File: src/rtl/aed_pkg.sv
// shared constants, register codes and controller command type for the echo delay line
package aed_pkg;

    localparam int SAMPLE_W  = 16;
    localparam int DELAY_W   = 17;
    localparam int DIV_W     = 16;
    localparam int MAX_DELAY = 65536;
    localparam int ADDR_W    = $clog2(MAX_DELAY);
    localparam int CNT_W     = ADDR_W + 1;
    localparam int CMP_W     = (CNT_W > DELAY_W) ? CNT_W : DELAY_W;
    localparam int STEP_W    = $clog2(DIV_W);
    localparam int PADDR_W   = 3;
    localparam int PDATA_W   = 32;

    localparam logic [DELAY_W-1:0] DELAY_RST = DELAY_W'(8000);
    localparam logic [DIV_W-1:0]   VOL_RST   = DIV_W'(4);

    localparam logic FUNC_MIX  = 1'b0;
    localparam logic FUNC_TAIL = 1'b1;

    localparam logic REG_DELAY_LENGTH   = 1'b0;
    localparam logic REG_VOLUME_DIVISOR = 1'b1;

    typedef struct packed {
        logic accept;
        logic rd;
        logic load;
        logic step;
        logic finish;
    } t_cmd;

endpackage

File: src/rtl/aed_ctrl.sv
// controller: sequences read, divide and write-back for one beat at a time
module aed_ctrl
    import aed_pkg::*;
(
    input  logic i_clk,
    input  logic i_rst_n,
    input  logic i_s_tvalid,
    output logic o_s_tready,
    output logic o_m_tvalid,
    input  logic i_m_tready,
    output t_cmd o_cmd
);

    typedef enum logic [2:0] {
        S_IDLE,
        S_READ,
        S_LOAD,
        S_DIV,
        S_DONE
    } t_state;

    localparam logic [STEP_W-1:0] LAST_STEP = STEP_W'(DIV_W - 1);

    t_state              r_state;
    logic [STEP_W-1:0]   r_cnt;
    logic                r_m_tvalid;
    logic                w_out_free;

    assign w_out_free = !r_m_tvalid || i_m_tready;

    always_comb begin
        o_cmd        = '0;
        o_cmd.accept = (r_state == S_IDLE) && i_s_tvalid;
        o_cmd.rd     = (r_state == S_READ);
        o_cmd.load   = (r_state == S_LOAD);
        o_cmd.step   = (r_state == S_DIV);
        o_cmd.finish = (r_state == S_DONE) && w_out_free;
    end

    always_ff @(posedge i_clk) begin
        if (!i_rst_n) begin
            r_state    <= S_IDLE;
            r_cnt      <= '0;
            r_m_tvalid <= 1'b0;
        end else begin
            r_m_tvalid <= o_cmd.finish || (r_m_tvalid && !i_m_tready);
            unique case (r_state)
                S_IDLE: begin
                    if (i_s_tvalid) begin
                        r_state <= S_READ;
                    end
                end
                S_READ: begin
                    r_state <= S_LOAD;
                end
                S_LOAD: begin
                    r_cnt   <= '0;
                    r_state <= S_DIV;
                end
                S_DIV: begin
                    r_cnt <= r_cnt + STEP_W'(1);
                    if (r_cnt == LAST_STEP) begin
                        r_state <= S_DONE;
                    end
                end
                S_DONE: begin
                    if (w_out_free) begin
                        r_state <= S_IDLE;
                    end
                end
                default: begin
                    r_state <= S_IDLE;
                end
            endcase
        end
    end

    assign o_s_tready = (r_state == S_IDLE);
    assign o_m_tvalid = r_m_tvalid;

`ifndef NO_ASSERTIONS
    a_accept_reads: assert property (@(posedge i_clk) disable iff (!i_rst_n)
        (r_state == S_IDLE && i_s_tvalid) |=> (r_state == S_READ))
        else $error("accepted beat did not start a read");

    a_div_length: assert property (@(posedge i_clk) disable iff (!i_rst_n)
        (r_state == S_DIV && r_cnt == LAST_STEP) |=> (r_state == S_DONE))
        else $error("divide did not end after its last step");

    a_finish_valid: assert property (@(posedge i_clk) disable iff (!i_rst_n)
        o_cmd.finish |=> r_m_tvalid)
        else $error("finished beat not presented");
`endif

endmodule

File: config.mk
export PLATFORM = sky130hd
export DESIGN_NAME = aed_ctrl
export DESIGN_NICKNAME = d
export VERILOG_FILES = /design/src/rtl/aed_pkg.sv /design/src/rtl/aed_ctrl.sv
export SDC_FILE = /design/constraint.sdc
export NUM_CORES = 1
export LEC_CHECK = 0
export ABC_CLOCK_PERIOD_IN_PS = 1400
export BUFFER_PORTS_ARGS = -buffer_cell sky130_fd_sc_hd__buf_2
export CAP_MARGIN = 20
export CELL_PAD_IN_SITES_DETAIL_PLACEMENT = 1
export CELL_PAD_IN_SITES_GLOBAL_PLACEMENT = 2
export CORE_MARGIN = 2
export CORE_UTILIZATION = 29
export CTS_BUF_LIST = sky130_fd_sc_hd__clkbuf_4
export DETAILED_ROUTE_END_ITERATION = 6
export HOLD_SLACK_MARGIN = 0.15
export PLACE_DENSITY = 0.88
export SETUP_SLACK_MARGIN = 0.1
export SYNTH_ARGS = -nofsm -noshare
export SYNTH_HDL_FRONTEND = slang
export SYNTH_SLANG_ARGS = --single-unit
export TNS_END_PERCENT = 30
File: constraint.sdc
create_clock -name i_clk -period 1.4 [get_ports i_clk]
set_input_delay 0.07 -clock i_clk [delete_from_list [all_inputs] [get_ports i_clk]]
set_output_delay 0.07 -clock i_clk [all_outputs]
set_load 0.1 [all_outputs]
* After elaboration in Yosys (flattened, before gate mapping)
Index checks and enable logic that the tools add are counted.
W data, S select, Z words.
** Cells by class
- Mux-type cells :: 5
- Add/sub/neg operators :: 1
- Equality and inequality tests :: 8
- Reductions and logical operators :: 10
** Operator list (count)
- $pmux W3 S5 :: 1
- $mux W3 :: 3
- $pmux W4 S2 :: 1
- $eq A3 B2 Y1 const B :: 2
- $add A4 B1 Y4 const B :: 1
- $eq A4 B4 Y1 const B :: 1
- $ne A2 B2 Y1 const B :: 2
- $eq A3 B1 Y1 const B :: 1
- $eq A3 B3 Y1 const B :: 1
- $logic_and A1 B1 Y1 :: 3
- $logic_not A3 Y1 :: 1
- $reduce_and A3 Y1 :: 1
- $logic_not A1 Y1 :: 2
- $logic_or A1 B1 Y1 :: 2
- $ne A2 B1 Y1 const B :: 1
- $reduce_bool A2 Y1 :: 1
** Storage, ports and cells
- Input bits :: 4
- Word-level logic and storage cells :: 27
- Register bits after elaboration :: 8

* Logic depth before layout (Yosys ltp)
Gate-level depths: netlist of the first run.
- Word-level depth :: 4
- Depth in mapped cells :: 4

* Least setup slack after synthesis of the first run
OpenSTA, ideal clock, no wires.
- Kind :: reg2out
- Start point :: register r_state[0]
- End point :: output o_cmd[4] in the netlist's numbering
- Path buffers :: 1
- Slack :: -2.140 ns
- Arrival time :: 3.470 ns
- Data required time :: 1.330 ns
- Stages on the path, launching flop included :: 4
- Path through :: dfxtp_1 buf_4 nor3_1 and2_1
** RTL lines
- start: declaration :: RTL line aed_ctrl.sv:24 : t_state r_state;
- start signal: assignment :: RTL line aed_ctrl.sv:42 : r_state <= S_IDLE;
- start signal: assignment :: RTL line aed_ctrl.sv:50 : r_state <= S_READ;
- start signal: assignment :: RTL line aed_ctrl.sv:54 : r_state <= S_LOAD;
- end: declaration :: RTL line aed_ctrl.sv:11 : output t_cmd o_cmd

==> flow_summary.json, run 1 <==
{
  "status": "finished, violations left",
  "violations": "setup timing",
  "setup_viol": 1,
  "fp.dieW_um": 42.0,
  "num_rows": 13,
  "hold_slack_ps": 150,
  "diodes": 0,
  "use_met1": 0.147,
  "drt-total-wl_mm": 1.05,
  "fin_crit_ps": 1410,
  "dr.pass1.iters": 1,
  "clkPwrFrac": 0.273,
  "synth_seq_cells": 8,
  "grt_pass1_wl_mm": 1.83,
  "start_util": 0.318,
  "clock-sinks": 8,
  "final_max_slew_viol_count": 0,
  "maxCapViolCount": 0,
  "num_vias": 422,
  "cp_num_buf_inv": 1,
  "portBuffers": 10,
  "ios": 11,
  "drive_gt1_frac": 0.443,
  "antenna_found_initial": 0,
  "critPathKind": "reg -> out",
  "wl_per_cell_um": 12.3,
  "synth_area_leader_cell": "dfxtp_1",
  "cellLeakagePower_nw": 0.293,
  "synth_top_area_frac": 0.382,
  "path_cells": "or3b_4 > nor2b_4 > buf_12",
  "cpMaxStageDelayCell": "or3b_4",
  "intPower_uw": 427,
  "crit_path_end_kind": "primary output",
  "timing.fmax_mhz": 712,
  "relSlewSlack": 0.678,
  "fin_util": 0.538,
  "cts_tree": "done",
  "yosysSeqAreaShare": 0.382,
  "fin_skew_ps": 4.61,
  "die-area_um2": 1770,
  "worst_pin_slew_ps": 486,
  "nNetsFinal": 77,
  "hold_path.class": "in -> reg",
  "power_frac_comb": 0.359,
  "drt_iter0_drc": 0,
  "synthTopCellsByArea": "dfxtp_1, a21oi_1, nand3_1",
  "cp.arrival_ps": 1340,
  "hpwl_um": 784,
  "via_per_inst": 4.96,
  "grt_most_used_layer": "met2",
  "cts_root_buf": "clkbuf_4",
  "clockBufferDepth": 2,
  "synthesis.area_um2": 419,
  "syn-num-nets": 56,
  "power_switching_uw": 231,
  "critPathTopFamily": "simple AND/OR/NAND/NOR gates",
  "grt_pass1_vias": 447,
  "yosysWarnings": 0,
  "required_ps": 1330,
  "track_usage": 0.141,
  "finalHoldViolCount": 0,
  "vdd_ir_drop_max_uv": 399,
  "most-common-layout-cells": "buf_12, dfxtp_1",
  "clk_pin_slew_ps": 50,
  "cp-start-kind": "flip-flop",
  "rsz0062_at_grt": "true",
  "final_common_cell": "buf_12",
  "swShare": 0.351,
  "p_per_area_nw_per_um2": 927,
  "seq_power_share": 0.369,
  "place.gp.congestion": 0.745,
  "grt_use_met3": 0.0560,
  "dp_slack_ps": 191,
  "critPathMaxStageDelay_ps": 410,
  "core_area_um2": 1320,
  "synth.distinct_cells": 24,
  "gr-total-overflow": 0,
  "drc_errors": 0,
  "grt_max_degree": 7,
  "cts-buffers-inserted": 3,
  "worst_slack_ps": -5.27,
  "htreeDepth": 1,
  "final.period_utilization": 1.00,
  "synth_area_per_cell_um2": 8.22,
  "drtAntennaViolNets": 0,
  "clk_latency_ps": 260,
  "die_h_um": 42.0,
  "syn-instance-count": 51,
  "grtUsageMet2": 0.241,
  "path_max_fanout": 5,
  "syn2layout_area_growth_pct": 69.3
}
-- power groups by stage --
stage	logic [mW]	registers (mW)	clock network [mW]
after detailed placement	0.212	0.250	0
after floorplan	0.150	0.242	0
after global placement	0.212	0.250	0
after CTS	0.232	0.242	0.182
after global routing	0.247	0.244	0.205
final	0.236	0.243	0.179
-- worst reg2reg max path, cell delays in order, from the launching register on --
cell	delay, ps
dfxtp_2	360
or3b_4	410
buf_4	150
o22a_1	190
nor2_1	110
-- routing by layer --
metal,share of wire,up-vias
met3,0.047,3
met4,0.016,0
met1,0.45,198
met2,0.49,10
li1,-,211
met5,0,-
-- metrics by stage --
stage | TNS, ps | instances | instance area, um^2 | power (mW)
after floorplan | -957 | 51 | 452 | 0.392
after global placement | 0 | 78 | 618 | 0.461
after detailed placement | 0 | 78 | 618 | 0.462
after CTS | -3.73 | 84 | 694 | 0.656
after global routing | -96.4 | 85 | 709 | 0.696
final | -5.27 | 85 | 709 | 0.658
-- repair_timing --
action | CTS | global route
gates cloned | 0 | 0
setup endpoints to repair | 4 | 7
hold buffers | 1 | 0
resized for setup | 8 | 2
setup buffers | 2 | 1
pin swaps | 3 | 3
endpoints found under the hold margin | 3 | 0
-- cell type report --
cell class              count  area (um^2)
inverters                   3         13.8
fillers                   158          608
clock buffers               3         22.5
multi-input cells          38          265
repair buffers             18          223
flip-flops and latches      8          166
well taps                  15         18.8
-- final timing paths --
path / from / to / slack, ps / depth (start not counted)
min: i_m_tready / o_m_tvalid$_SDFF_PN0_ / 150 / 3
min reg2reg: r_cnt[1]$_SDFFE_PN0P_ / r_cnt[1]$_SDFFE_PN0P_ / 480 / 2
max reg2reg: r_state[2]$_SDFFE_PN0P_ / r_state[2]$_SDFFE_PN0P_ / 120 / 4
max: r_state[2]$_SDFFE_PN0P_ / o_cmd[0] / -5 / 3
-- synthesized netlist by cell type, drive strengths merged --
cell type  instances
inv                3
o21ai              1
nand4              1
nor3               2
and2b              1
a21oi              4
nor3b              1
buf                2
ha                 1
nand2              3
a31oi              1
or3b               1
nand3b             1
o22a               1
or3                1
dfxtp              8
nand2b             3
mux2i              1
nor2b              3
nor4bb             1
nor2               5
and2               2
nand3              4
-- registers in the layout, indices dropped and copies added, names as in the netlist --
| name | cells |
|---|---|
| o_m_tvalid | 1 |
| r_cnt | 4 |
| r_state | 3 |
-- kinds of logic (layout without fill, tap and decap cells) --
logic type	after synthesis	after routing	share of synthesized area
flops	8	8	0.382
buf+inv	5	24	0.0716
compound gates	7	7	0.0955
fa+ha+maj	1	1	0.0298
simple gates	29	29	0.397
mux	1	1	0.0239
Power figures use the tool's default switching activity.
==> run 2, diff against run 1 <==
- RECOVER_POWER: default -> 25
==> flow_summary.json, run 2 (synthesis gave the netlist of run 1 again) <==
{
  "clk_latency_ps": 260,
  "gr-total-overflow": 0,
  "path_cells": "or3b_4 > nor2b_4 > buf_12",
  "power_uw": 657,
  "core_area_um2": 1320,
  "most-common-layout-cells": "buf_12, dfxtp_1",
  "cellLeakagePower_nw": 0.295,
  "worst_slack_ps": -5.17,
  "place.gp.congestion": 0.745,
  "wl_per_cell_um": 12.3,
  "cts_root_buf": "clkbuf_4",
  "power_frac_comb": 0.359,
  "num_rows": 13,
  "syn2layout_area_growth_pct": 68.7,
  "layout.cells.non_filler": 85,
  "clock-sinks": 8,
  "r2r_end": "r_state[2]$_SDFFE_PN0P_",
  "status": "finished, violations left",
  "rsz0062_at_grt": "true",
  "drt-total-wl_mm": 1.05,
  "num_vias": 422,
  "relSlewSlack": 0.640,
  "required_ps": 1330,
  "grt_max_degree": 7,
  "ios": 11,
  "largest_register_ff_count": 4,
  "critPathMaxStageDelay_ps": 410,
  "hold_path.class": "in -> reg",
  "antenna_found_initial": 0,
  "diodes": 0,
  "nNetsFinal": 77,
  "fin_skew_ps": 4.62,
  "maxCapViolCount": 0,
  "dr.pass1.iters": 1,
  "worst_pin_slew_ps": 542,
  "drc_errors": 0,
  "htreeDepth": 1,
  "final_max_slew_viol_count": 0,
  "final_common_cell": "buf_12",
  "clk_pin_slew_ps": 50,
  "violations": "setup timing",
  "crit_end": "o_cmd[0]",
  "start_util": 0.318,
  "hp-start": "i_m_tready",
  "path_depth": 3,
  "cp_num_buf_inv": 1,
  "track_usage": 0.141,
  "die_h_um": 42.0,
  "critPathKind": "reg -> out",
  "grt_pass1_wl_mm": 1.83,
  "drt_iter0_drc": 0,
  "r2r_start": "r_state[2]$_SDFFE_PN0P_",
  "p_per_area_nw_per_um2": 930,
  "setup_viol": 1,
  "via_per_inst": 4.96,
  "vdd_ir_drop_max_uv": 399,
  "drive_gt1_frac": 0.429,
  "power_switching_uw": 231,
  "intPower_uw": 427,
  "grt_pass1_vias": 447,
  "critPathTopFamily": "simple AND/OR/NAND/NOR gates",
  "cpMaxStageDelayCell": "or3b_4",
  "final.period_utilization": 1.00,
  "worst_r2r_path_depth": 4,
  "nFillCells": 158,
  "finalHoldViolCount": 0,
  "drtAntennaViolNets": 0,
  "crit_start": "r_state[2]$_SDFFE_PN0P_",
  "portBuffers": 10,
  "fin_crit_ps": 1410,
  "place_inst": 78,
  "fin_util": 0.537,
  "swShare": 0.351,
  "seq_power_share": 0.369,
  "timing.fmax_mhz": 712,
  "clockBufferDepth": 2,
  "clkPwrFrac": 0.273,
  "cts_tree": "done",
  "die-area_um2": 1770,
  "crit_path_end_kind": "primary output",
  "regMostFlops": "r_cnt",
  "reg2reg_setup_slack_ps": 120,
  "hpwl_um": 784,
  "path_max_fanout": 5,
  "fp.dieW_um": 42.0,
  "cp.arrival_ps": 1340,
  "cp-start-kind": "flip-flop",
  "cts-buffers-inserted": 3
}
[run 2: changes by cell type in the layout (fill, tap and decap cells not counted), sizes merged]
cell and delta:
buf -1, clkbuf +1
[run 2: final cells by class]
cell class                      instances  area (um^2)  area share
Clock buffer                            3         22.5      0.0319
Inverter                                3         13.8      0.0195
Multi-Input combinational cell         38          263       0.372
Sequential cell                         8          166       0.235
Tap cell                               15         18.8      0.0265
Timing Repair Buffer                   18          223       0.315
[run 2: repair_timing]
action,in CTS,in global routing
hold endpoints to repair,3,0
gates resized for setup,8,2
setup buffers,2,1
hold buffers,1,0
endpoints found under the setup margin,4,7
pin swaps,3,3
[run 2: stage by stage]
stage          area, um^2  worst slack [ps]  hold WS, ps  TNS [ps]
4_1_cts               694             -3.73          150     -3.73
2_1_floorplan         452              -396          192      -957
6_report              707             -5.17          150     -5.17
5_1_grt               707             -61.0          152     -96.4
3_5_place_dp          618               191          312         0
3_3_place_gp          618               175          315         0
[run 2: worst register-to-register path: cells and delay by family (launching register included)]
family | cells | cell delay, ps
buf+inv | 1 | 150
flops | 1 | 360
compound gates | 1 | 190
simple gates | 2 | 520
[run 2: layer usage]
layer  wire length (um)  GRT usage  up-vias
li1                   -          -      211
met1                467      0.147      198
met2                512      0.241       10
met3                 49     0.0560        3
met4                 17     0.0750        0
met5                  0          0        -
[run 2: worst min-delay path by stage]
stage	end	depth (start not counted)	slack, ps
after global placement	r_cnt[0]$_SDFFE_PN0P_	2	320
after detailed placement	r_cnt[0]$_SDFFE_PN0P_	2	310
after global routing	o_m_tvalid$_SDFF_PN0_	3	150
after floorplan	r_cnt[0]$_SDFFE_PN0P_	1	190
final	o_m_tvalid$_SDFF_PN0_	3	150
after CTS	o_m_tvalid$_SDFF_PN0_	3	150
[run 2: power groups by stage]
stage | combinational (mW) | clock (mW) | sequential [mW]
6_report | 0.236 | 0.179 | 0.243
3_5_place_dp | 0.212 | 0 | 0.250
5_1_grt | 0.247 | 0.205 | 0.244
3_3_place_gp | 0.212 | 0 | 0.250
4_1_cts | 0.232 | 0.182 | 0.242
2_1_floorplan | 0.150 | 0 | 0.242
